**src/rtl/core/lavm_pkg.sv**
```systemverilog
// shared constants and beat types of the look-at view matrix core
package lavm_pkg;

	localparam int FRAC_BITS = 16;
	// quotient bits of one normalized component, at most 1.0
	localparam int QW = FRAC_BITS + 1;
	// signed unit-vector component
	localparam int UW = FRAC_BITS + 2;
	localparam int JW = $clog2(QW);
	// product of a unit component and a 32-bit operand
	localparam int PW = UW + 32;
	// dividend width of the normalizing divide
	localparam int NW = FRAC_BITS + 31;
	localparam logic [31:0] ONE_FX = 32'(1) << FRAC_BITS;

	typedef logic signed [UW-1:0] uvec_t;
	typedef logic signed [63:0] wide_t;

	typedef struct packed {
		logic signed [31:0] cam_x;
		logic signed [31:0] cam_y;
		logic signed [31:0] cam_z;
		logic signed [31:0] target_x;
		logic signed [31:0] target_y;
		logic signed [31:0] target_z;
		logic signed [31:0] up_x;
		logic signed [31:0] up_y;
		logic signed [31:0] up_z;
	} in_beat_t;

	typedef struct packed {
		logic [1:0]         row_index;
		logic signed [31:0] elem0;
		logic signed [31:0] elem1;
		logic signed [31:0] elem2;
		logic signed [31:0] elem3;
		logic               last_row;
		logic               degenerate;
	} out_beat_t;

	// classified item between front and back
	typedef struct packed {
		logic [2:0][31:0] cam;
		logic [2:0][32:0] d;
		logic [2:0][31:0] up;
		logic             degenerate;
	} fq_t;

endpackage

```
**src/rtl/core/lavm_front.sv**
```systemverilog
// front end: accepts camera beats, forms the view difference and queues them
module lavm_front (
	input  logic                 clk,
	input  logic                 arst_n,
	input  logic                 push,
	output logic                 full,
	input  lavm_pkg::in_beat_t   camera,
	output logic                 q_empty,
	output lavm_pkg::fq_t        q_data,
	input  logic                 q_pop
);

	lavm_pkg::fq_t slot_q [2];
	logic          wp_q;
	logic          rp_q;
	logic [1:0]    cnt_q;
	lavm_pkg::fq_t entry;
	logic          wr;
	logic          rd;

	always_comb begin
		entry.cam[0] = camera.cam_x;
		entry.cam[1] = camera.cam_y;
		entry.cam[2] = camera.cam_z;
		entry.up[0]  = camera.up_x;
		entry.up[1]  = camera.up_y;
		entry.up[2]  = camera.up_z;
		entry.d[0]   = {camera.target_x[31], camera.target_x} - {camera.cam_x[31], camera.cam_x};
		entry.d[1]   = {camera.target_y[31], camera.target_y} - {camera.cam_y[31], camera.cam_y};
		entry.d[2]   = {camera.target_z[31], camera.target_z} - {camera.cam_z[31], camera.cam_z};
		entry.degenerate = (entry.d[0] == '0) && (entry.d[1] == '0) && (entry.d[2] == '0);
	end

	assign full    = (cnt_q == 2'd2);
	assign q_empty = (cnt_q == 2'd0);
	assign q_data  = slot_q[rp_q];
	assign wr      = push && !full;
	assign rd      = q_pop && !q_empty;

	always_ff @(posedge clk or negedge arst_n) begin
		if (!arst_n) begin
			wp_q  <= 1'b0;
			rp_q  <= 1'b0;
			cnt_q <= 2'd0;
		end else begin
			if (wr)
				wp_q <= !wp_q;
			if (rd)
				rp_q <= !rp_q;
			cnt_q <= cnt_q + 2'(wr) - 2'(rd);
		end
	end

	always_ff @(posedge clk) begin
		if (wr)
			slot_q[wp_q] <= entry;
	end

endmodule

```
**config.mk**
```make
export PLATFORM = sky130hd
export DESIGN_NAME = lavm_front
export DESIGN_NICKNAME = d
export VERILOG_FILES = /design/src/rtl/core/lavm_pkg.sv /design/src/rtl/core/lavm_front.sv
export SDC_FILE = /design/constraint.sdc
export NUM_CORES = 1
export LEC_CHECK = 0
export BUFFER_PORTS_ARGS = -buffer_cell sky130_fd_sc_hd__buf_2
export CAP_MARGIN = 20
export CORE_MARGIN = 3
export CORE_UTILIZATION = 25
export CTS_BUF_LIST = sky130_fd_sc_hd__clkbuf_2
export DETAILED_ROUTE_END_ITERATION = 7
export HOLD_SLACK_MARGIN = 0.05
export MAX_ROUTING_LAYER = met4
export PLACE_DENSITY = 0.51
export SLEW_MARGIN = 5
export SYNTH_ARGS = -nofsm -noshare
export SYNTH_HDL_FRONTEND = slang
export SYNTH_SLANG_ARGS = --single-unit
```
**constraint.sdc**
```tcl
create_clock -name clk -period 21.9 [get_ports clk]
set_clock_uncertainty 0.05 [all_clocks]
set_input_delay 4.38 -clock clk [delete_from_list [all_inputs] [get_ports clk]]
set_output_delay 4.38 -clock clk [all_outputs]
set_load 0.01 [all_outputs]
```
Word-level counts from Yosys, hierarchy flattened
Memories as Yosys holds them, arrays and structs flattened. Cells that the tools add are included.

Bits in writable memories: 584. Bits of input ports: 292. Output and inout port bits: 294. Logic and storage cells: 24. Memories: 1. Register bits after elaboration: 4.

Reduce and logical (&&, ||, !) cells: 12. $add $sub $neg: 5. Muxes and demuxes: 2. Eq/ne operators: 1.

Memory list: slot_q (depth 2, width 292, rd ports 1, clocked after Yosys merged registers in 0, wr ports 1, line lavm_front.sv:13) `lavm_pkg::fq_t slot_q [2];`.

Operators by type and width (count): $logic_not A33 Y1 (3); $sub A32 B32 Y33 (3); $logic_and A1 B1 Y1 (4); $logic_not A1 Y1 (4); $add A2 B1 Y2 (1); $eq A2 B2 Y1 const B (1); $logic_not A2 Y1 (1); $mux W1 (2); $sub A2 B1 Y2 (1).

Depth between registers and ports, before layout
Depth in word-level cells: 5. Depth in mapped cells: 13. Gate-level depth less buffers: 13.

Worst setup path before layout
OpenSTA, ideal clock, no wires.

Kind: input to register. Start point: input port push. End point: memory slot_q[0][0] in the netlist's numbering, enable pin. Arrival: 16.564 ns. Slack: 4.335 ns. Data required time: 20.899 ns. Buffers on the path: 0. Library setup time: 0.951 ns. Stages: 2. Cell sequence: nand2_1 > nor2_1.

Longest elaborated chain between the ends: 3.

Ends and longest elaborated chain: from (decl) (line lavm_front.sv:5) `input logic push,`; $logic_and A1 B1 Y1 (line lavm_front.sv:37) `assign wr = push && !full;`; $mux W1 (line lavm_front.sv:55) `if (wr)`; $mux W1 (implied by the code) (line lavm_front.sv:56) `slot_q[wp_q] <= entry;`; to (decl) (line lavm_front.sv:13).

Every way passes these cells.

==> flow_summary.yaml <==
synthesis:
  ys_seq_area_share_pct: 64.1
  syn_inst: 1886
  ys.flop_type: "edfxtp_1"
  yosysMostFrequentCell: "edfxtp_1"
  syn_avg_cell_area_sq_um: 14.6
  synthDominantCellAreaShare_pct: 63.7
  synth-async-reset-ratio_pct: 0.680
  netlist_area_sq_um: 27500
  syn_nets: 2279
  synthTopCellsByCount: "584 x edfxtp_1, 292 x mux2_2, 130 x inv_1"
  synth_top_cell_by_area: "edfxtp_1"
  synth_edf_count: 584
  yosys_warnings: 0
  yosys-top-cells-area: "edfxtp_1 64%, mux2_2 12%, ha_1 4.5%, inv_1 1.8%, a21oi_1 1.5%"
  yosysUniqueCellTypes: 88
  ys_ff_latch: 588
critical_path:
  path_max_fanout: 69
  arrival_ns: 3.93
  critical_path_class: "reg -> out"
  startpoint_type: "flip-flop"
  reg2reg_slack_ns: 19.09
  cp-end-kind: "primary output"
  crit_required_ns: 17.47
drt:
  dr.first_iter.drc_count: 741
  postRouteAntennaNets: 0
  drc: 0
  via_per_inst: 4.48
  vias: 18600
  drt_wl_total_mm: 88.8
  first_pass_iters: 7
  avgRoutedWirePerCell_microns: 21.4
layout:
  syn2layout_area_growth_pct: 22.3
  regArea_sq_um: 17600
  multi_input_area_sq_um: 9110
  stdcell_area_sq_um: 33600
  nFillCells: 11200
  nets: 2985
  drive_gt1_share_pct: 43.1
timing:
  worst_pin_slew_ns: 1.07
  relSlewSlack_pct: 28.5
  fmax_mhz: 120
  finalCritPeriodShare_pct: 38.2
  drv_slew: 0
  fin_crit_ns: 8.36
  finalHoldViolCount: 0
  setup-tns-final_ns: 0
  finalSetupViolCount: 0
  grt_setup_unrepaired: "false"
clock_network:
  cts-root-buf: "clkbuf_2"
  clkTransAtPathRegs_ns: 0.12
  cts_tree: "yes"
  cts_buffers: 165
  clkLatencyLatePin_ns: 1.36
  cts_sinks: 588
  cts_hold_buf: 0
  h-tree-depth: 4
  cts_resized: 0
  clock_path_buffers: 3
  cts_setup_buffers: 0
pwr:
  irDropWorstVdd_mv: 0.0687
  p_per_area_nw_per_um2: 113
  p_leak_nw: 13.2
floorplanning:
  core_area_sq_um: 109000
  placementRows: 121
  start_util_pct: 25.2
  pin_count: 586
  fp.dieArea_sq_um: 114000
  die_w_microns: 338
  die_h_microns: 338
global_route:
  first_global_vias: 19100
  grt_pass1_wl_mm: 125
  grt_antenna_before_repair: 30
  grt_max_degree: 140
  grt_usage_pct: 15.5
  grt_overflow: 0
placement:
  port_buffers: 585
  placed_area_sq_um: 32100
  place_congestion: 0.834
  dp_hpwl_mm: 66.2
flow_run:
  max-cap-violations: 0
min_path:
  hold_path_class: "reg -> reg"
run_status:
  outcome: "finished, final reports clean"
registers in the layout, indices dropped and copies added (netlist names):
name / flops
slot_q: 584
cnt_q: 2
rp_q: 1
wp_q: 1
worst paths after layout:
path,cells after the start,startpoint,endpoint
max in group asynchronous,1,arst_n,rp_q
worst min register to register,1,cnt_q[1],cnt_q[1]
worst min-delay path,1,cnt_q[1],cnt_q[1]
min in group asynchronous,1,arst_n,cnt_q[1]
worst max register to register,5,cnt_q[1],slot_q[0][254]
worst max-delay path,3,rp_q,q_data[78]
stage by stage:
stage	util (%)	power [mW]	worst slack, ns	hold WS (ns)	std cells
after floorplan	-	2.56	4.33	0.411	1886
after detailed placement	29.4	3.07	11.88	0.438	3838
after global routing	30.9	4.05	13.03	0.498	4149
after global placement	29.4	3.06	12.09	0.437	3838
after CTS	30.8	3.90	13.09	0.456	4124
final	30.9	3.79	13.54	0.464	4154
placed cells by master, fill, tap and decap left out, drive strengths merged, types with 13 or more instances in the layout:
cell    instances
a211oi         20
a21o           32
a21oi          85
and2           17
and3           16
buf           600
clkbuf        224
clkinv         52
diode          29
edfxtp        584
ha             98
inv           134
mux2          292
nand2          62
nand3          23
nand4          20
nor2           77
nor3           26
o21a           13
o21ai          59
o21bai         13
or3            13
xnor2          38
xor2           32
area by class of cell:
cell class                 instances  area share, %
inverter                         130           1.45
clock inverter                    62           1.06
multi-input combinational       1106           27.1
sequential                       588           52.4
clock buffer                     224           3.33
antenna                           29          0.216
tap                             1414           5.26
timing repair buffer             601           9.19
logic make-up after synthesis:
kind of cell,count (synthesis),share of synthesized area (%)
DFF,588,64.1
AOI/OAI and AO/OA,324,8.06
and+or+nand+nor,315,5.96
muxes,296,12.1
buffers and inverters,192,2.85
adders and majority gates,101,4.67
xor gates and xnor gates,70,2.26
metal layers:
metal  vias to the layer above  track usage [%]  routed length (microns)
met1                      9031             17.4                    36100
met2                       629             25.2                    42500
li1                       8813                -                        -
met3                       157             6.31                     8390
met4                         0             4.56                     1830
met5                         -                -                        0
worst max-delay path, stage by stage, from the launching register on:
cell and delay (ns):
dfrtp_4 0.99, buf_4 0.86, mux2_2 0.47, buf_2 0.15
power breakdown:
group	internal (mW)	total, mW	switching (mW)
clock	0.317	0.796	0.479
combinational	0.542	1.36	0.818
sequential	1.57	1.64	0.0704
total	2.43	3.79	1.37
No activity file was read; power rests on OpenSTA's default activity.
