===== src/rtl/core/lavm_pkg.sv =====
// shared constants and beat types of the look-at view matrix core
package lavm_pkg;

	localparam int FRAC_BITS = 16;
	// quotient bits of one normalized component, at most 1.0
	localparam int QW = FRAC_BITS + 1;
	// signed unit-vector component
	localparam int UW = FRAC_BITS + 2;
	localparam int JW = $clog2(QW);
	// product of a unit component and a 32-bit operand
	localparam int PW = UW + 32;
	// dividend width of the normalizing divide
	localparam int NW = FRAC_BITS + 31;
	localparam logic [31:0] ONE_FX = 32'(1) << FRAC_BITS;

	typedef logic signed [UW-1:0] uvec_t;
	typedef logic signed [63:0] wide_t;

	typedef struct packed {
		logic signed [31:0] cam_x;
		logic signed [31:0] cam_y;
		logic signed [31:0] cam_z;
		logic signed [31:0] target_x;
		logic signed [31:0] target_y;
		logic signed [31:0] target_z;
		logic signed [31:0] up_x;
		logic signed [31:0] up_y;
		logic signed [31:0] up_z;
	} in_beat_t;

	typedef struct packed {
		logic [1:0]         row_index;
		logic signed [31:0] elem0;
		logic signed [31:0] elem1;
		logic signed [31:0] elem2;
		logic signed [31:0] elem3;
		logic               last_row;
		logic               degenerate;
	} out_beat_t;

	// classified item between front and back
	typedef struct packed {
		logic [2:0][31:0] cam;
		logic [2:0][32:0] d;
		logic [2:0][31:0] up;
		logic             degenerate;
	} fq_t;

endpackage


===== src/rtl/core/lavm_norm.sv =====
// vector normalizer: scale, sum of squares, bit-serial sqrt, serial divide
module lavm_norm (
	input  logic              clk,
	input  logic              arst_n,
	input  logic              start,
	input  lavm_pkg::wide_t   v [3],
	output logic              done,
	output lavm_pkg::uvec_t   o [3]
);

	typedef enum logic [8:0] {
		N_IDLE  = 9'b000000001,
		N_MAX   = 9'b000000010,
		N_SCALE = 9'b000000100,
		N_SQ    = 9'b000001000,
		N_SQRT  = 9'b000010000,
		N_DIVI  = 9'b000100000,
		N_DIV   = 9'b001000000,
		N_DIVE  = 9'b010000000,
		N_DONE  = 9'b100000000
	} nstate_t;

	nstate_t                 state_q;
	logic [63:0]             a_q [3];
	logic [2:0]              neg_q;
	logic [63:0]             m_q;
	logic [1:0]              k_q;
	logic [1:0]              idx_q;
	logic [lavm_pkg::JW-1:0] j_q;
	logic [59:0]             sq_s1;
	logic                    sqv_s1;
	logic [63:0]             x_q;
	logic [63:0]             res_q;
	logic [63:0]             bit_q;
	logic [lavm_pkg::NW-1:0] rem_q;
	logic [lavm_pkg::QW-1:0] q_q;
	lavm_pkg::uvec_t         o_q [3];

	logic [63:0]             a01;
	logic [63:0]             mmax;
	logic                    in_range;
	logic [1:0]              ksel;
	logic [63:0]             rt_sum;
	logic [lavm_pkg::NW-1:0] dsub;

	always_comb begin
		a01      = (a_q[0] > a_q[1]) ? a_q[0] : a_q[1];
		mmax     = (a01 > a_q[2]) ? a01 : a_q[2];
		in_range = (m_q >= (64'(1) << 29)) && (m_q < (64'(1) << 30));
		ksel     = (k_q == 2'd3) ? 2'd0 : k_q;
		rt_sum   = res_q + bit_q;
		dsub     = lavm_pkg::NW'(res_q[30:0]) << j_q;
	end

	assign done = (state_q == N_DONE);
	assign o    = o_q;

	always_ff @(posedge clk or negedge arst_n) begin
		if (!arst_n) begin
			state_q <= N_IDLE;
			k_q     <= 2'd0;
			idx_q   <= 2'd0;
			j_q     <= '0;
			sqv_s1  <= 1'b0;
		end else begin
			sqv_s1 <= (state_q == N_SQ) && (k_q != 2'd3);
			case (state_q)
				N_IDLE: begin
					idx_q <= 2'd0;
					if (start)
						state_q <= N_MAX;
				end
				N_MAX: begin
					state_q <= (mmax == 64'd0) ? N_DONE : N_SCALE;
				end
				N_SCALE: begin
					k_q <= 2'd0;
					if (in_range)
						state_q <= N_SQ;
				end
				N_SQ: begin
					k_q <= k_q + 2'd1;
					if (k_q == 2'd3)
						state_q <= N_SQRT;
				end
				N_SQRT: begin
					if (bit_q[0])
						state_q <= N_DIVI;
				end
				N_DIVI: begin
					j_q     <= lavm_pkg::JW'(lavm_pkg::QW - 1);
					state_q <= N_DIV;
				end
				N_DIV: begin
					j_q <= j_q - 1'b1;
					if (j_q == '0)
						state_q <= N_DIVE;
				end
				N_DIVE: begin
					idx_q   <= idx_q + 2'd1;
					state_q <= (idx_q == 2'd2) ? N_DONE : N_DIVI;
				end
				N_DONE: begin
					state_q <= N_IDLE;
				end
				default: begin
					state_q <= N_IDLE;
				end
			endcase
		end
	end

	always_ff @(posedge clk) begin
		sq_s1 <= a_q[ksel][29:0] * a_q[ksel][29:0];
		case (state_q)
			N_IDLE: begin
				if (start) begin
					for (int i = 0; i < 3; i++) begin
						neg_q[i] <= v[i][63];
						a_q[i]   <= v[i][63] ? 64'(-v[i]) : 64'(v[i]);
					end
				end
			end
			N_MAX: begin
				m_q <= mmax;
				for (int i = 0; i < 3; i++)
					o_q[i] <= '0;
			end
			N_SCALE: begin
				// coarse steps first; a left shift never takes the largest to 2^30 or above
				if (m_q >= (64'(1) << 46)) begin
					m_q <= m_q >> 16;
					for (int i = 0; i < 3; i++)
						a_q[i] <= a_q[i] >> 16;
				end else if (m_q >= (64'(1) << 34)) begin
					m_q <= m_q >> 4;
					for (int i = 0; i < 3; i++)
						a_q[i] <= a_q[i] >> 4;
				end else if (m_q >= (64'(1) << 30)) begin
					m_q <= m_q >> 1;
					for (int i = 0; i < 3; i++)
						a_q[i] <= a_q[i] >> 1;
				end else if (m_q < (64'(1) << 13)) begin
					m_q <= m_q << 16;
					for (int i = 0; i < 3; i++)
						a_q[i] <= a_q[i] << 16;
				end else if (m_q < (64'(1) << 25)) begin
					m_q <= m_q << 4;
					for (int i = 0; i < 3; i++)
						a_q[i] <= a_q[i] << 4;
				end else if (m_q < (64'(1) << 29)) begin
					m_q <= m_q << 1;
					for (int i = 0; i < 3; i++)
						a_q[i] <= a_q[i] << 1;
				end
				x_q   <= 64'd0;
				res_q <= 64'd0;
				bit_q <= 64'(1) << 62;
			end
			N_SQ: begin
				if (sqv_s1)
					x_q <= x_q + 64'(sq_s1);
			end
			N_SQRT: begin
				if (x_q >= rt_sum) begin
					x_q   <= x_q - rt_sum;
					res_q <= (res_q >> 1) + bit_q;
				end else begin
					res_q <= res_q >> 1;
				end
				bit_q <= bit_q >> 2;
			end
			N_DIVI: begin
				rem_q <= (lavm_pkg::NW'(a_q[idx_q][29:0]) << lavm_pkg::FRAC_BITS)
					+ lavm_pkg::NW'(res_q[30:1]);
				q_q   <= '0;
			end
			N_DIV: begin
				if (rem_q >= dsub) begin
					rem_q    <= rem_q - dsub;
					q_q[j_q] <= 1'b1;
				end
			end
			N_DIVE: begin
				o_q[idx_q] <= neg_q[idx_q] ? -$signed({1'b0, q_q}) : $signed({1'b0, q_q});
			end
			default: begin
			end
		endcase
	end

endmodule


===== config.mk =====
export PLATFORM = sky130hd
export DESIGN_NAME = lavm_norm
export DESIGN_NICKNAME = d
export VERILOG_FILES = /design/src/rtl/core/lavm_pkg.sv /design/src/rtl/core/lavm_norm.sv
export SDC_FILE = /design/constraint.sdc
export NUM_CORES = 2
export LEC_CHECK = 0
export BUFFER_PORTS_ARGS = -buffer_cell sky130_fd_sc_hd__buf_2
export CAP_MARGIN = 15
export CORE_MARGIN = 2
export CORE_UTILIZATION = 46
export CTS_CLUSTER_SIZE = 12
export DETAILED_ROUTE_END_ITERATION = 6
export PLACE_DENSITY_LB_ADDON = 0.12
export SLEW_MARGIN = 20
export SYNTH_ARGS = -nofsm -noshare
export SYNTH_HDL_FRONTEND = slang
export SYNTH_SLANG_ARGS = --single-unit

===== constraint.sdc =====
create_clock -name clk -period 20.5 [get_ports clk]
set_input_delay 3.075 -clock clk [delete_from_list [all_inputs] [get_ports clk]]
set_output_delay 3.075 -clock clk [all_outputs]
set_load 0.005 [all_outputs]

Word-level counts from Yosys, hierarchy flattened

Memory sizes are Yosys's and may differ from the RTL's.
Cells that the tools add are included.
Widths: inputs -> output; s select.

Register bits: 456
Latch bits: 0
Bits in writable memories: 192
Memory bits (read-only): 0
Input bits: 195
Output and inout bits: 55
Word-level logic and storage cells: 205
Memories kept: 1

Add/subtract/negate cells: 13
Multiply operators: 1
Div/mod/pow operators: 0
$lt $le $gt $ge: 17
Equality and inequality tests: 21
Shifts and indexed selects: 1
Muxes and demuxes: 97
Bitwise gates (word level): 20
Reduce and logical (&&, ||, !) cells: 18

Memories:

| memory | depth | bits a word | rd ports | clocked after memory_dff | wr ports | RTL line        | text |
|---|---|---|---|---|---|---|---|
| a_q    | 3     | 64          | 5        | 0                        | 3        | lavm_norm.sv:24 | `logic [63:0] a_q [3];` |

Operators with widths:

| operator             | count |
|---|---|
| $mux 64              | 32 |
| $pmux 64 s2          | 3 |
| $neg 64->64          | 3 |
| $pmux 64 s3          | 1 |
| $gt 64x64->1         | 2 |
| $pmux 54 s2          | 1 |
| $pmux 47 s2          | 1 |
| $pmux 9 s8           | 1 |
| $add 63x64->64       | 1 |
| $add 64x60->64       | 1 |
| $add 64x64->64       | 1 |
| $ge 64x30->1 const B | 1 |
| $ge 64x31->1 const B | 1 |
| $ge 64x35->1 const B | 1 |
| $ge 64x47->1 const B | 1 |
| $ge 64x64->1         | 1 |
| $logic_not 64->1     | 1 |
| $lt 64x14->1 const B | 1 |
| $lt 64x26->1 const B | 1 |
| $lt 64x30->1 const B | 1 |
| $lt 64x31->1 const B | 1 |
| $sub 64x64->64       | 1 |
| $mux 9               | 7 |
| $mul 30x30->60       | 1 |
| 46 further kinds     | 122 |

Depth between registers and ports, before layout

Depth after elaboration: 10
Gate-level depth with buffers: 37
Depth with buffers taken out: 33

Worst setup path after synthesis

No wires, ideal clock.

Path kind: register to register
Start: register res_q[0]
End: register x_q[0], enable pin
Data arrival time: 9.393 ns
Data required time: 19.926 ns
Path slack: 10.533 ns
Cell stages (with the launch flop): 26
Path buffers: 2
Period minus slack after synthesis: 9.967 ns
Cell sequence: edfxtp_1 > ha_1 > ha_1 > a211oi_1 > o31ai_1 > a31oi_1 > o21ai_0 > o22ai_1 > o21ai_0 > a31oi_1 > o21bai_1 > nor2b_1 > o21ai_0 > xor2_1 > ha_1 > nand2_1 > nor2_1 > o21ai_0 > a211o_1 > a32oi_1 > a21oi_1 > o211ai_2 > inv_2 > clkbuf_1 > clkbuf_1 > o21ai_0

Word-level cells in the longest chain between the ends: 4

Ends and longest elaborated chain:

| element                           | RTL line         | text |
|---|---|---|
| from (decl)                       | lavm_norm.sv:33  | `logic [63:0] res_q;` |
| from (signal assigned)            | lavm_norm.sv:167 | `res_q <= (res_q >> 1) + bit_q;` |
| from (signal assigned)            | lavm_norm.sv:169 | `res_q <= res_q >> 1;` |
| $add 64x64->64                    | lavm_norm.sv:51  | `rt_sum = res_q + bit_q;` |
| $ge 64x64->1                      | lavm_norm.sv:165 | `if (x_q >= rt_sum) begin` |
| $ne 2x2->1 (no source line)       | n/a              |  |
| $reduce_and 3->1 (no source line) | n/a              |  |
| to (signal assigned)              | lavm_norm.sv:162 | `x_q <= x_q + 64'(sq_s1);` |
| to (signal assigned)              | lavm_norm.sv:166 | `x_q <= x_q - rt_sum;` |
| to (decl)                         | lavm_norm.sv:32  | `logic [63:0] x_q;` |

Every way passes these cells.
A chain may end at the register's enable or synchronous reset.

Final worst setup path

Start: register k_q[1]
End: register sq_s1[57]

Word-level cells in the longest chain between the ends: 4

Ends and longest elaborated chain:

| element                | RTL line         | text |
|---|---|---|
| from (decl)            | lavm_norm.sv:27  | `logic [1:0] k_q;` |
| from (signal assigned) | lavm_norm.sv:82  | `k_q <= k_q + 2'd1;` |
| $eq 2x2->1             | lavm_norm.sv:50  | `ksel = (k_q == 2'd3) ? 2'd0 : k_q;` |
| $mux 2 *               | lavm_norm.sv:50  |  |
| $mem_v2 3x64 *         | n/a              |  |
| $mul 30x30->60 *       | lavm_norm.sv:114 | `sq_s1 <= a_q[ksel][29:0] * a_q[ksel][29:0];` |
| to (signal assigned)   | lavm_norm.sv:114 |  |
| to (decl)              | lavm_norm.sv:30  | `logic [59:0] sq_s1;` |

Mark *: on every way between the ends. The rest lies on a longest branch, timed or not.

==> flow_summary.yaml <==
clock_tree:
  path_clk_slew_ps: 60
  post_cts_resized: 0
  clock_latency_ps: 750
  htreeDepth: 3
  cts_sinks: 615
  clockRootBuffer: "clkbuf_16"
  clock_path_buffers: 3
  cts_buffers: 84
  cts_tree: "done"
  hold_buffers: 0
  cts_setup_buffers: 0
cells_and_area:
  drive_gt1_share_pct: 7.22
  nets: 11400
  area_growth_pct: 7.39
  design_area_sq_mm: 0.0897
  fin_cells: 12300
global_route:
  grt_remaining_overflow: 0
  grt_pass1_vias: 75200
  grt_max_degree: 181
  grt_pass1_wl_mm: 484
  antenna_found_initial: 11
  grt_usage_pct: 34.4
placed_design:
  port_buffers: 249
  placed_cell_area_sq_mm: 0.0869
  dp_hpwl_mm: 243
  placed_cells: 12100
  gp_congestion: 1.03
setup_path:
  crit_required_ps: 21110
  slowest_delay_ps: 1000
  cp_slowest_cell: "clkinv_1"
  cpMostUsedCell: "fa_1"
  rr_worst_depth: 31
  r2r_start: "k_q[1]$_DFFE_PN0P_"
  worstSetupPathType: "reg2reg"
  worstPathMaxFanout: 17
  start_kind: "flop"
  reg2reg_slack_ps: 9430
  r2r-end: "sq_s1[57]$_DFF_P_"
  critPathCaptureType: "flop"
  arrival_ps: 11680
synthesis:
  synth-seq-cells: 615
  synth_area_leaders: "edfxtp_1, fa_1, ha_1"
  synth-edff-count: 537
  synth_ff_type: "edfxtp_1"
  netlist_area_sq_mm: 0.0835
  syn_avg_cell_area_sq_um: 8.39
  synth-seq-area-share_pct: 21.3
  syn_inst: 9955
  yosysWarnings: 0
  yosys.area.top_type: "edfxtp_1"
  async_flop_share_pct: 3.09
  synth.top_cell.area_share_pct: 19.3
  yosysUniqueCellTypes: 106
  syn-num-nets: 11500
floorplan:
  start_util_pct: 46.2
  die_w_um: 430
  die_h_um: 430
  ios: 250
  dieArea_sq_mm: 0.185
  core_sq_mm: 0.181
  rows: 156
timing:
  tightest_slew_ps: 1240
  slew_violations: 0
  rsz0062_at_grt: "false"
  relSlewSlack_pct: 16.7
  final_hold_viol_count: 0
  finClkSkew_ps: 74.4
  fin_tns_setup_ps: 0
  setup_violations: 0
  max_freq_mhz: 90.3
  fin_crit_ps: 11070
  period_share_pct: 54.0
worst_hold_path:
  holdPathStages: 2
  hold_class: "reg2reg"
  holdPathEnd: "j_q[1]$_DFFE_PN0P_"
  hold_path_startpoint: "j_q[1]$_DFFE_PN0P_"
drt:
  top_layer: "met5"
  via_per_inst: 6.37
  dr.first_iter.drc_count: 11100
  met2_wirelength_mm: 133
  drc_errors: 18
  wl_met3_mm: 39.6
  wire_per_inst_um: 26.6
  vias: 78200
  ant_nets: 0
  detail_route.wirelength_mm: 327
  drt_first_pass_iters: 7
  wl_met1_mm: 138
status:
  violations: "DRC"
  status: "finished, violations left"
job:
  maxCapViolCount: 0
==> sequential cells by signal (all words and copies together) (netlist names), 2 cells and up <==
signal,count
a_q,192
m_q,64
o,54
q_q,17
bit_q,32
rem_q,47
neg_q,3
x_q,64
res_q,64
state_q,9
j_q,5
idx_q,2
sq_s1,59
k_q,2
==> how the worst max path moves through the flow <==
stage | from | end | slack [ps] | depth (start not counted)
finish | k_q[1]$_DFFE_PN0P_ | sq_s1[57]$_DFF_P_ | 9430 | 31
global route | k_q[1]$_DFFE_PN0P_ | sq_s1[57]$_DFF_P_ | 8910 | 31
CTS | k_q[1]$_DFFE_PN0P_ | sq_s1[57]$_DFF_P_ | 9520 | 31
detailed placement | k_q[1]$_DFFE_PN0P_ | sq_s1[57]$_DFF_P_ | 9620 | 31
global placement | k_q[1]$_DFFE_PN0P_ | sq_s1[57]$_DFF_P_ | 9790 | 31
floorplan | res_q[0]$_SDFFCE_PP0P_ | x_q[0]$_DFFE_PP_ | 10530 | 25
==> kinds of logic (layout without fill, tap and decap cells) <==
kind of cell	Yosys count	after routing	share of synthesized area, %
muxes	169	169	2.32
AOI/OAI and AO/OA	2800	2800	21.3
adders and majority gates	1351	1351	26.7
buffers and inverters	1753	1710	7.95
xor gates and xnor gates	548	548	5.75
DFF	615	615	21.3
other	0	4	0
and+or+nand+nor	2719	2719	14.8
==> per-stage QoR <==
stage                     util [%]  hold WS [ps]  setup slack (ps)
after floorplan                  -           496             10530
after global placement        48.1           528              9790
after detailed placement      48.1           545              9620
after CTS                     49.7           555              9520
after global routing          49.7           576              8910
final                         49.7           561              9430
==> placed cells by master, fill, tap and decap left out, types with 21 or more instances in the layout <==
cell / synthesis / layout
and3_1: 43 / 41
fa_1: 713 / 713
ha_1: 638 / 637
and2_1: 64 / 62
inv_1: 1123 / 1123
o31ai_1: 72 / 72
a21oi_1: 691 / 690
a221oi_1: 92 / 92
xnor2_1: 260 / 260
a211oi_1: 310 / 309
nor4_1: 85 / 83
a31oi_1: 101 / 101
or2_2: 21 / 21
nor2b_1: 61 / 61
a21o_1: 117 / 117
o21a_1: 57 / 57
edfxtp_1: 537 / 537
o21ai_1: 23 / 21
buf_2: 30 / 249
nor3_1: 125 / 122
nand2b_1: 65 / 65
nand4_1: 101 / 101
mux2i_1: 133 / 133
dfxtp_1: 59 / 59
o22ai_1: 118 / 118
nand3_1: 140 / 139
a222oi_1: 38 / 38
o21ai_0: 734 / 726
clkinv_1: 11 / 28
o211ai_1: 117 / 117
o21bai_1: 39 / 39
or4_1: 27 / 26
nor2_1: 882 / 876
a22oi_1: 48 / 48
or3_1: 56 / 55
o41ai_1: 37 / 37
nand2_1: 977 / 971
clkbuf_16: 0 / 85
xor2_1: 288 / 288
buf_4: 3 / 162
==> cells in the mapped netlist, types with 16 or more instances <==
library cell  count
o31ai_1          72
o21ai_1          23
a211oi_1        310
nor2b_1          61
a21oi_1         691
or2_2            21
mux2_2           18
inv_1          1123
mux2i_1         133
mux4_2           18
xnor2_1         260
clkbuf_1        522
o21ai_0         734
ha_1            638
fa_1            713
or3_1            56
and2_1           64
nor4_1           85
buf_2            30
o21a_1           57
nand3_1         140
buf_1            57
or4_1            27
and3_1           43
a222oi_1         38
edfxtp_1        537
a31o_2           20
dfrtp_1          18
a22oi_1          48
nand4_1         101
a31oi_1         101
nor3_1          125
o221ai_1         18
xor2_1          288
a21o_1          117
o22ai_1         118
dfxtp_1          59
o41ai_1          37
a221o_1          16
a221oi_1         92
o21bai_1         39
nor2_1          882
nand2b_1         65
nand2_1         977
o211ai_1        117
==> routing by layer <==
layer | global-route usage, % | vias up
met5 | 0.208 | -
met3 | 8.98 | 902
met1 | 49.2 | 37800
li1 | - | 34800
met2 | 49.1 | 4722
met4 | 13.9 | 16
==> final cells by class <==
class                   count  area, sq um
diodes                      4         10.0
multi-input cells        7587        59300
clock buffers             102         2190
repair buffers            413         2500
fillers                 17300        90900
well taps                2370         2970
clock inverters            56          611
flip-flops and latches    615        17800
inverters                1139         4280
==> critical path, delay by kind of cell, from the launching register on <==
kind / cells / cell delay, ps
mux: 1 / 270
fa+ha+maj: 10 / 5090
flops: 1 / 420
compound gates: 10 / 2630
buf+inv: 7 / 1410
simple gates: 2 / 960
xor+xnor: 1 / 150
Power is not shown: default switching activity piles up to over one toggle a cycle in this logic, so the estimate is an artifact.
