===== config.mk =====
export PLATFORM = sky130hd
export DESIGN_NAME = lavm_back
export DESIGN_NICKNAME = d
export VERILOG_FILES = /design/src/rtl/core/lavm_pkg.sv /design/src/rtl/core/lavm_back.sv
export SDC_FILE = /design/constraint.sdc
export NUM_CORES = 2
export LEC_CHECK = 0
export ABC_AREA = 1
export ABC_CLOCK_PERIOD_IN_PS = 28000
export BUFFER_PORTS_ARGS = -buffer_cell sky130_fd_sc_hd__buf_2
export CAP_MARGIN = 10
export CORE_ASPECT_RATIO = 0.5
export CORE_MARGIN = 1
export CORE_UTILIZATION = 40
export CTS_BUF_LIST = sky130_fd_sc_hd__clkbuf_8
export CTS_CLUSTER_SIZE = 25
export DETAILED_ROUTE_END_ITERATION = 10
export PLACE_DENSITY_LB_ADDON = 0.3
export SETUP_SLACK_MARGIN = 0.4
export SLEW_MARGIN = 20
export SYNTH_ARGS = -nofsm -noshare
export SYNTH_HDL_FRONTEND = slang
export SYNTH_SLANG_ARGS = --single-unit
export TNS_END_PERCENT = 1

===== constraint.sdc =====
create_clock -name clk -period 28 [get_ports clk]
set_input_delay 1.4 -clock clk [delete_from_list [all_inputs] [get_ports clk]]
set_output_delay 1.4 -clock clk [all_outputs]
set_load 0.02 [all_outputs]

===== src/rtl/core/lavm_pkg.sv =====
// shared constants and beat types of the look-at view matrix core
package lavm_pkg;

	localparam int FRAC_BITS = 16;
	// quotient bits of one normalized component, at most 1.0
	localparam int QW = FRAC_BITS + 1;
	// signed unit-vector component
	localparam int UW = FRAC_BITS + 2;
	localparam int JW = $clog2(QW);
	// product of a unit component and a 32-bit operand
	localparam int PW = UW + 32;
	// dividend width of the normalizing divide
	localparam int NW = FRAC_BITS + 31;
	localparam logic [31:0] ONE_FX = 32'(1) << FRAC_BITS;

	typedef logic signed [UW-1:0] uvec_t;
	typedef logic signed [63:0] wide_t;

	typedef struct packed {
		logic signed [31:0] cam_x;
		logic signed [31:0] cam_y;
		logic signed [31:0] cam_z;
		logic signed [31:0] target_x;
		logic signed [31:0] target_y;
		logic signed [31:0] target_z;
		logic signed [31:0] up_x;
		logic signed [31:0] up_y;
		logic signed [31:0] up_z;
	} in_beat_t;

	typedef struct packed {
		logic [1:0]         row_index;
		logic signed [31:0] elem0;
		logic signed [31:0] elem1;
		logic signed [31:0] elem2;
		logic signed [31:0] elem3;
		logic               last_row;
		logic               degenerate;
	} out_beat_t;

	// classified item between front and back
	typedef struct packed {
		logic [2:0][31:0] cam;
		logic [2:0][32:0] d;
		logic [2:0][31:0] up;
		logic             degenerate;
	} fq_t;

endpackage


===== src/rtl/core/lavm_back.sv =====
// back end: sequencer with shared multiplier, cross and dot products, row queue
module lavm_back (
	input  logic                 clk,
	input  logic                 arst_n,
	input  logic                 q_empty,
	input  lavm_pkg::fq_t        q_data,
	output logic                 q_pop,
	output logic                 norm_start,
	output lavm_pkg::wide_t      norm_v [3],
	input  logic                 norm_done,
	input  lavm_pkg::uvec_t      norm_o [3],
	output logic                 empty,
	input  logic                 pop,
	output lavm_pkg::out_beat_t  row
);

	typedef enum logic [9:0] {
		B_IDLE   = 10'b0000000001,
		B_NORM_F = 10'b0000000010,
		B_CROSS  = 10'b0000000100,
		B_CHK    = 10'b0000001000,
		B_NORM_R = 10'b0000010000,
		B_NORM_U = 10'b0000100000,
		B_DOT    = 10'b0001000000,
		B_ROW    = 10'b0010000000,
		B_LAST   = 10'b0100000000,
		B_ID     = 10'b1000000000
	} bstate_t;

	bstate_t                    state_q;
	logic signed [31:0]         cam_q [3];
	logic signed [31:0]         up_q [3];
	lavm_pkg::uvec_t            f_q [3];
	lavm_pkg::uvec_t            r_q [3];
	lavm_pkg::uvec_t            u_q [3];
	lavm_pkg::wide_t            c_q [3];
	lavm_pkg::wide_t            nv_q [3];
	lavm_pkg::wide_t            acc_q;
	logic                       start_q;
	logic                       second_q;
	logic [2:0]                 k_q;
	logic [1:0]                 row_q;
	logic signed [lavm_pkg::PW-1:0] p_s1;
	logic [2:0]                 pi_s1;
	logic                       pv_s1;

	lavm_pkg::out_beat_t        oq_q [4];
	logic [1:0]                 wp_q;
	logic [1:0]                 rp_q;
	logic [2:0]                 cnt_q;
	logic                       oq_full;
	logic                       oq_push;
	logic                       oq_pop;
	lavm_pkg::out_beat_t        beat;

	lavm_pkg::uvec_t            w [3];
	lavm_pkg::uvec_t            mul_a;
	logic signed [31:0]         mul_b;
	logic [1:0]                 ia;
	logic [1:0]                 ib;
	logic [1:0]                 kd;
	logic                       c_zero;

	// operand order of a cross product: c0 = a1b2 - a2b1, c1 = a2b0 - a0b2, c2 = a0b1 - a1b0
	function automatic logic [1:0] cross_a(input logic [2:0] k);
		case (k)
			3'd0:    cross_a = 2'd1;
			3'd1:    cross_a = 2'd2;
			3'd2:    cross_a = 2'd2;
			3'd3:    cross_a = 2'd0;
			3'd4:    cross_a = 2'd0;
			3'd5:    cross_a = 2'd1;
			default: cross_a = 2'd0;
		endcase
	endfunction

	function automatic logic [1:0] cross_b(input logic [2:0] k);
		case (k)
			3'd0:    cross_b = 2'd2;
			3'd1:    cross_b = 2'd1;
			3'd2:    cross_b = 2'd0;
			3'd3:    cross_b = 2'd2;
			3'd4:    cross_b = 2'd1;
			3'd5:    cross_b = 2'd0;
			default: cross_b = 2'd0;
		endcase
	endfunction

	// round half away from zero to Q.F and saturate to 32 bits
	function automatic logic [31:0] round_sat(input lavm_pkg::wide_t s);
		logic [63:0] m;
		logic [63:0] mr;
		m  = s[63] ? 64'(-s) : 64'(s);
		mr = (m + (64'(1) << (lavm_pkg::FRAC_BITS - 1))) >> lavm_pkg::FRAC_BITS;
		if (s[63])
			round_sat = (mr > 64'h8000_0000) ? 32'h8000_0000 : 32'd0 - mr[31:0];
		else
			round_sat = (mr > 64'h7FFF_FFFF) ? 32'h7FFF_FFFF : mr[31:0];
	endfunction

	always_comb begin
		for (int i = 0; i < 3; i++) begin
			case (row_q)
				2'd0:    w[i] = r_q[i];
				2'd1:    w[i] = u_q[i];
				default: w[i] = -f_q[i];
			endcase
		end
		ia = cross_a(k_q);
		ib = cross_b(k_q);
		kd = (k_q[1:0] == 2'd3) ? 2'd0 : k_q[1:0];
		if (state_q == B_CROSS) begin
			mul_a = second_q ? r_q[ia] : f_q[ia];
			mul_b = second_q ? 32'(f_q[ib]) : up_q[ib];
		end else begin
			mul_a = w[kd];
			mul_b = cam_q[kd];
		end
		c_zero = (c_q[0] == '0) && (c_q[1] == '0) && (c_q[2] == '0);
	end

	// row beat for the queue
	always_comb begin
		beat = '0;
		case (state_q)
			B_ROW: begin
				beat.row_index = row_q;
				beat.elem0     = 32'(w[0]);
				beat.elem1     = 32'(w[1]);
				beat.elem2     = 32'(w[2]);
				beat.elem3     = round_sat(acc_q);
			end
			B_LAST: begin
				beat.row_index = 2'd3;
				beat.elem3     = lavm_pkg::ONE_FX;
				beat.last_row  = 1'b1;
			end
			B_ID: begin
				beat.row_index  = row_q;
				beat.elem0      = (row_q == 2'd0) ? lavm_pkg::ONE_FX : 32'd0;
				beat.elem1      = (row_q == 2'd1) ? lavm_pkg::ONE_FX : 32'd0;
				beat.elem2      = (row_q == 2'd2) ? lavm_pkg::ONE_FX : 32'd0;
				beat.elem3      = (row_q == 2'd3) ? lavm_pkg::ONE_FX : 32'd0;
				beat.last_row   = (row_q == 2'd3);
				beat.degenerate = 1'b1;
			end
			default: begin
			end
		endcase
	end

	assign q_pop      = (state_q == B_IDLE) && !q_empty;
	assign norm_start = start_q;
	assign norm_v     = nv_q;
	assign oq_full    = (cnt_q == 3'd4);
	assign oq_push    = (state_q inside {B_ROW, B_LAST, B_ID}) && !oq_full;
	assign empty      = (cnt_q == 3'd0);
	assign oq_pop     = pop && !empty;
	assign row        = oq_q[rp_q];

	always_ff @(posedge clk or negedge arst_n) begin
		if (!arst_n) begin
			state_q  <= B_IDLE;
			start_q  <= 1'b0;
			second_q <= 1'b0;
			k_q      <= 3'd0;
			row_q    <= 2'd0;
			pv_s1    <= 1'b0;
			pi_s1    <= 3'd0;
			wp_q     <= 2'd0;
			rp_q     <= 2'd0;
			cnt_q    <= 3'd0;
		end else begin
			start_q <= 1'b0;
			pv_s1   <= ((state_q == B_CROSS) && (k_q != 3'd6))
				|| ((state_q == B_DOT) && (k_q != 3'd3));
			pi_s1   <= k_q;
			if (oq_push)
				wp_q <= wp_q + 2'd1;
			if (oq_pop)
				rp_q <= rp_q + 2'd1;
			cnt_q <= cnt_q + 3'(oq_push) - 3'(oq_pop);
			case (state_q)
				B_IDLE: begin
					row_q <= 2'd0;
					if (!q_empty) begin
						state_q <= q_data.degenerate ? B_ID : B_NORM_F;
						start_q <= !q_data.degenerate;
					end
				end
				B_NORM_F: begin
					k_q      <= 3'd0;
					second_q <= 1'b0;
					if (norm_done)
						state_q <= B_CROSS;
				end
				B_CROSS: begin
					k_q <= k_q + 3'd1;
					if (k_q == 3'd6)
						state_q <= B_CHK;
				end
				B_CHK: begin
					row_q <= 2'd0;
					if (!second_q && c_zero) begin
						state_q <= B_ID;
					end else begin
						start_q <= 1'b1;
						state_q <= second_q ? B_NORM_U : B_NORM_R;
					end
				end
				B_NORM_R: begin
					k_q      <= 3'd0;
					second_q <= 1'b1;
					if (norm_done)
						state_q <= B_CROSS;
				end
				B_NORM_U: begin
					k_q   <= 3'd0;
					row_q <= 2'd0;
					if (norm_done)
						state_q <= B_DOT;
				end
				B_DOT: begin
					k_q <= k_q + 3'd1;
					if (k_q == 3'd3)
						state_q <= B_ROW;
				end
				B_ROW: begin
					if (!oq_full) begin
						k_q <= 3'd0;
						if (row_q == 2'd2) begin
							state_q <= B_LAST;
						end else begin
							row_q   <= row_q + 2'd1;
							state_q <= B_DOT;
						end
					end
				end
				B_LAST: begin
					if (!oq_full)
						state_q <= B_IDLE;
				end
				B_ID: begin
					if (!oq_full) begin
						row_q <= row_q + 2'd1;
						if (row_q == 2'd3)
							state_q <= B_IDLE;
					end
				end
				default: begin
					state_q <= B_IDLE;
				end
			endcase
		end
	end

	always_ff @(posedge clk) begin
		p_s1 <= mul_a * mul_b;
		if (oq_push)
			oq_q[wp_q] <= beat;
		case (state_q)
			B_IDLE: begin
				if (!q_empty) begin
					for (int i = 0; i < 3; i++) begin
						cam_q[i] <= $signed(q_data.cam[i]);
						up_q[i]  <= $signed(q_data.up[i]);
						nv_q[i]  <= 64'($signed(q_data.d[i]));
					end
				end
			end
			B_NORM_F: begin
				if (norm_done)
					f_q <= norm_o;
			end
			B_NORM_R: begin
				if (norm_done)
					r_q <= norm_o;
			end
			B_NORM_U: begin
				if (norm_done)
					u_q <= norm_o;
			end
			B_CROSS: begin
				if (pv_s1)
					c_q[pi_s1[2:1]] <= pi_s1[0] ? c_q[pi_s1[2:1]] - 64'(p_s1) : 64'(p_s1);
			end
			B_CHK: begin
				nv_q <= c_q;
			end
			B_DOT: begin
				// accumulate the negated dot product directly
				if (pv_s1)
					acc_q <= ((pi_s1[1:0] == 2'd0) ? 64'sd0 : acc_q) - 64'(p_s1);
			end
			default: begin
			end
		endcase
	end

endmodule


Word-level counts from Yosys, hierarchy flattened. Memory sizes are Yosys's and may differ from the RTL's. Index checks and enable logic that the tools add are counted.

Add/sub/neg operators: 14. Multipliers: 1. Order comparisons: 7. Eq/ne operators: 33. Multiplexer cells: 74. Bitwise operators: 4. Reduce and logical (&&, ||, !) cells: 45.

Operators by type and width (count): two-way mux 64 bit (6); case mux 192 bit (2 select lines) (1); bitwise mux 192 bit (1); logical NOT 64 bit (3); two-way mux 192 bit (1); case mux 96 bit (2 select lines) (1); two-way mux 18 bit (10); two-way mux 32 bit (5); binary-select mux 18 bit (select 2 bit) (4); binary-select mux 64 bit (select 2 bit) (1); demux 64 bit (select 2 bit) (1); subtractor 64 x 50 -> 64 bit (2); two-way mux 10 bit (11); case mux 18 bit (2 select lines) (3); case mux 32 bit (3 select lines) (1); case mux 10 bit (9 select lines) (1); two-way mux 17 bit (4); adder 64 x 16 -> 64 bit (second input constant) (1); negation 64 bit (1); negation 18 bit (3); multiplier 18 x 32 -> 50 bit (1); > comparator 48 x 31 -> 1 bit (second input constant) (1); > comparator 48 x 32 -> 1 bit (second input constant) (1); subtractor 1 x 32 -> 32 bit (first input constant) (1); other kinds (47) (113).

Flip-flop bits (word level): 688. Memory bits (writable): 720. Bits of input ports: 351. Output and inout bits: 327. Logic and storage cells: 208. Memories: 3.

Memory list: oq_q (words 4, width 132, read ports 1, clocked after Yosys merged registers in 0, wr ports 1, line lavm_back.sv:47) `lavm_pkg::out_beat_t oq_q [4];`; cam_q (words 3, width 32, read ports 1, clocked after Yosys merged registers in 0, wr ports 3, line lavm_back.sv:31) `logic signed [31:0] cam_q [3];`; up_q (words 3, width 32, read ports 1, clocked after Yosys merged registers in 0, wr ports 3, line lavm_back.sv:32) `logic signed [31:0] up_q [3];`.

Logic depth before layout (Yosys ltp).
Depth in word-level cells: 10. Depth in mapped cells: 52.

Worst setup path after synthesis. Ideal clock, no wire load.

Path type: input-to-output. From: input port q_empty. To: output port q_pop. Arrival: 9570 ps. Required time: 26600 ps. Slack: 17030 ps. Cell stages on the path: 1. Buffers on the path: 0. Path through: nor2_1.

Longest elaborated chain between the ends: 2.

Ends and longest elaborated chain: start, declared (line lavm_back.sv:5) `input logic q_empty,`; logical NOT 1 bit; logical AND 1 bit (line lavm_back.sv:152) `assign q_pop = (state_q == B_IDLE) && !q_empty;`; end, declared (line lavm_back.sv:7) `output logic q_pop,`.

Every way passes these cells.

Worst setup path after layout.
From: register k_q[0]. To: register p_s1[49] (netlist name).

Longest elaborated chain between the ends: 10. Elaborated cells between the ends (all ways): 36. Classes of those cells: 1 x mul; 6 x eq/ne; 19 x mux; 3 x bitwise; 5 x reduce/logical; 2 x memory.

Ends and longest elaborated chain: start, declared (line lavm_back.sv:41) `logic [2:0] k_q;`; start signal, assigned (line lavm_back.sv:198) `k_q <= k_q + 3'd1;`; start signal, assigned (line lavm_back.sv:224) `k_q <= k_q + 3'd1;`; == test 3 bit, or another cell as far along (line lavm_back.sv:66) `case (k)`; OR reduction 2 bit (no source line); case mux 2 bit (2 select lines) (on tied branches) (line lavm_back.sv:66, lavm_back.sv:78); NOT 2 -> 3 bit (on tied branches) (line lavm_back.sv:113, lavm_back.sv:114); binary-select mux 18 bit (select 2 bit) (on tied branches) (line lavm_back.sv:113, lavm_back.sv:114); two-way mux 18 bit (on tied branches) (2 in a row) (line lavm_back.sv:113, lavm_back.sv:114); two-way mux 18 bit or two-way mux 32 bit (tied branches) (line lavm_back.sv:113, lavm_back.sv:114); two-way mux 18 bit or two-way mux 32 bit (tied branches) (line lavm_back.sv:112) `if (state_q == B_CROSS) begin`; multiplier 18 x 32 -> 50 bit (*) (line lavm_back.sv:258) `p_s1 <= mul_a * mul_b;`; end signal, assigned (line lavm_back.sv:258); end, declared (line lavm_back.sv:43) `logic signed [lavm_pkg::PW-1:0] p_s1;`.

Mark *: on every way between the ends. The rest lies on a longest branch, timed or not. The select of a mux whose other input is x is not followed. A chain may end at the register's enable or synchronous reset.

==> summary.md <==
| Metric | Value |
|---|---|
| Outcome | `completed` |
| Leading cell types in the layout, fill and taps excluded | `nand2_1 (1919), inv_1 (1450), edfxtp_1 (1162)` |
| Routed WL | `294 mm` |
| Relative slew slack | `0.263` |
| Hold Path Sink | `pi_s1[1]` |
| Post-synth EDFFs | `1162` |
| DRC viols | `0` |
| Mapped Area | `0.0829 mm^2` |
| Post-CTS Setup Inserts | `0` |
| Slowest cell on crit path | `fa_1` |
| Die width | `646 um` |
| Async S/R FF share, synth | `0.0226` |
| Arr. time, crit path | `10.92 ns` |
| 1st-pass router iterations | `6` |
| Initial DRC Count | `7505` |
| Slew Viols, Final | `0` |
| Post-cts resize count | `0` |
| Port Buffers | `677` |
| Clock root buffer master | `clkbuf_8` |
| Final min period | `10.19 ns` |
| I/O pins | `678` |
| Largest net degree at the start of global routing | `145` |
| Clock slew at reported path FFs | `0.07 ns` |
| Post-Synth Adder-Cell Area | `0.175` |
| Synth cell types | `62` |
| Bufs and invs on worst path | `13` |
| XOR/XNOR Fraction of Synth Area | `0.0219` |
| Mux share of post-synthesis cell area | `0` |
| Final Setup Violations | `0` |
| Cells after synthesis | `9079` |
| Worst EP required | `28.73 ns` |
| M3 GR Usage | `0.0526` |
| First-pass GRT wire length | `429 mm` |
| Crit Path Max Fanout | `38` |
| Slew @ Worst Pin | `1.11 ns` |
| P&R area growth vs syn | `12.1%` |
| Syn_nets | `10300` |
| GR Util met1 | `0.376` |
| Worst r2r src | `k_q[0]` |
| Predominant post-synthesis flop cell | `edfxtp_1` |
| Maxcap violations | `0` |
| Most frequent CP cell | `inv_1` |
| Clock sink total | `1240` |
| Starting density of the core | `0.405` |
| Worst skew pair latency | `0.93 ns` |
| Crit. End Element | `flip-flop` |
| Core area | `0.205 mm^2` |
| Hold Slack | `0.514 ns` |
| R2R Setup Slk | `17.81 ns` |
| CP top delay family | `adder cells` |
| Cell taking the most area after synthesis | `edfxtp_1` |
| Max H-tree Level | `4` |
| Number of failing hold endpoints at the final stage | `0` |
| Die area | `0.209 mm^2` |
| Tot GR Track Use | `0.276` |
| Final Skew | `0.135 ns` |
| Main combinational cell family by area after synthesis | `simple AND/OR/NAND/NOR gates` |
| Mean area per synthesized cell | `9.13 um^2` |
| Fin crit share | `0.364` |
| Seq cells post-synth | `1240` |
| CTS tree | `built` |
| DP HPWL | `228 mm` |
| Initial antenna violation count | `29` |
| Share of the synthesized area in the top cell type | `0.421` |
| Num CTS Buffers | `193` |
| Simple logic cell fraction of the synthesized area | `0.176` |
| Nets | `10900` |
| M2 GR Usage | `0.443` |
| Routed Antenna Nets | `0` |
| Bufs on Longest Clock Path | `4` |
| Via density | `5.38` |
| Sequential share of the synthesized area | `0.441` |
| Worst-case reg-to-reg path depth | `34` |
| Max Clk Rate | `98.1 MHz` |
| Placer congestion estimate | `0.987` |
| Setup_tns | `0 ns` |
| Setup CP Type | `reg -> reg` |
| GRT overflow | `0` |
| Routed via count | `67800` |
| Hold_buf cts | `0` |
| Vias in the first global route | `65500` |
| Most common cell after layout, fill and taps aside | `nand2_1` |
| RSZ-0062 raised after global routing | `false` |
| Share of cells above drive strength 1 | `0.122` |
| Rows | `117` |
| Hold Startpoint | `k_q[1]` |
| DR WL/cell | `23.3 um` |
| Hold crit path type | `reg -> reg` |
| Most used routing layer | `met2` |
| Die Ht | `324 um` |
| Worst setup SP type | `flip-flop` |
| Top cells by area, synth | `edfxtp_1 (42%), fa_1 (13%), nand2_1 (8.7%), inv_1 (6.3%), nor2_1 (4.7%)` |
| Synth warn | `0` |
| R2r endpoint | `p_s1[49]` |
| Hold depth | `0` |
| Synth Area in Compound Gates | `0.102` |
| Crit-path max cell delay | `1.02 ns` |
## synth_stat cells, types with 14 or more instances
cell type,n
a211oi_1,20
a21boi_0,24
a21oi_1,309
a221oi_1,29
a22o_1,19
a22oi_1,62
a31oi_1,85
and2_1,17
buf_1,26
buf_4,42
clkbuf_1,300
dfrtp_1,27
dfxtp_1,50
edfxtp_1,1162
fa_1,557
ha_1,269
inv_1,1402
inv_2,15
nand2_1,1921
nand2_2,20
nand3_1,307
nand3b_1,14
nand4_1,50
nor2_1,1027
nor2_2,34
nor2_4,14
nor3_1,72
nor4_1,42
o211ai_1,71
o21a_1,20
o21ai_0,619
o21ai_1,15
o221ai_1,22
o22ai_1,99
o311ai_0,19
or2_2,14
xnor2_1,88
xor2_1,114
## cell families after synthesis
logic type,count (synthesis)
buffers and inverters,1807
xor gates and xnor gates,205
and+or+nand+nor,3551
adders and majority gates,826
DFF,1240
AOI/OAI and AO/OA,1450
## metrics by stage
step	std cells	utilization	worst slack, ns	area, um^2
5_1_grt	12600	0.454	17.27	92900
6_report	12600	0.454	17.81	92900
4_1_cts	12600	0.453	17.96	92800
2_1_floorplan	9079	-	17.03	82900
3_5_place_dp	12200	0.435	18.03	89100
3_3_place_gp	12200	0.435	18.15	89100
## how the worst max path moves through the flow
stage                       start        to  slack, ns  depth (start not counted)
after CTS                  k_q[0]  p_s1[49]      17.96                         34
after floorplan           q_empty     q_pop      17.03                          1
final                      k_q[0]  p_s1[49]      17.81                         34
after detailed placement   k_q[0]  p_s1[49]      18.03                         35
after global placement     k_q[0]  p_s1[49]      18.15                         35
after global routing       k_q[0]  p_s1[49]      17.27                         34
## cell type report
cell class	count	area [um^2]
fillers	20000	112000
flip-flops and latches	1240	36600
inverters	1426	5360
diodes	33	82.6
clock buffers	203	2790
clock inverters	135	912
well taps	2737	3420
repair buffers	785	4210
multi-input cells	6032	39500
## worst reg2reg max path: cells and delay by family, from the launching register on
family          cells  cell delay, ns
flops               1            0.46
simple gates        6            1.41
buf+inv            13            2.37
fa+ha+maj           8            4.16
xor+xnor            1            0.16
compound gates      6            1.43
## layer usage
layer  share of wire  vias to the layer above
met5        0.000051                        -
met4           0.037                        2
met3           0.085                      491
met2            0.46                     2994
met1            0.42                    33300
li1                -                    31000
## flip-flops by register name (all words and copies together) (netlist names), 3 cells and up
register and count:
acc_q 64, c_q 192, cam_q 96, cnt_q 3
f_q 54, k_q 3, norm_v 192, oq_q 360
p_s1 50, pi_s1 3, r_q 54, state_q 10
u_q 54, up_q 96
Power is not shown: default switching activity piles up to over one toggle a cycle in this logic, so the estimate is an artifact.
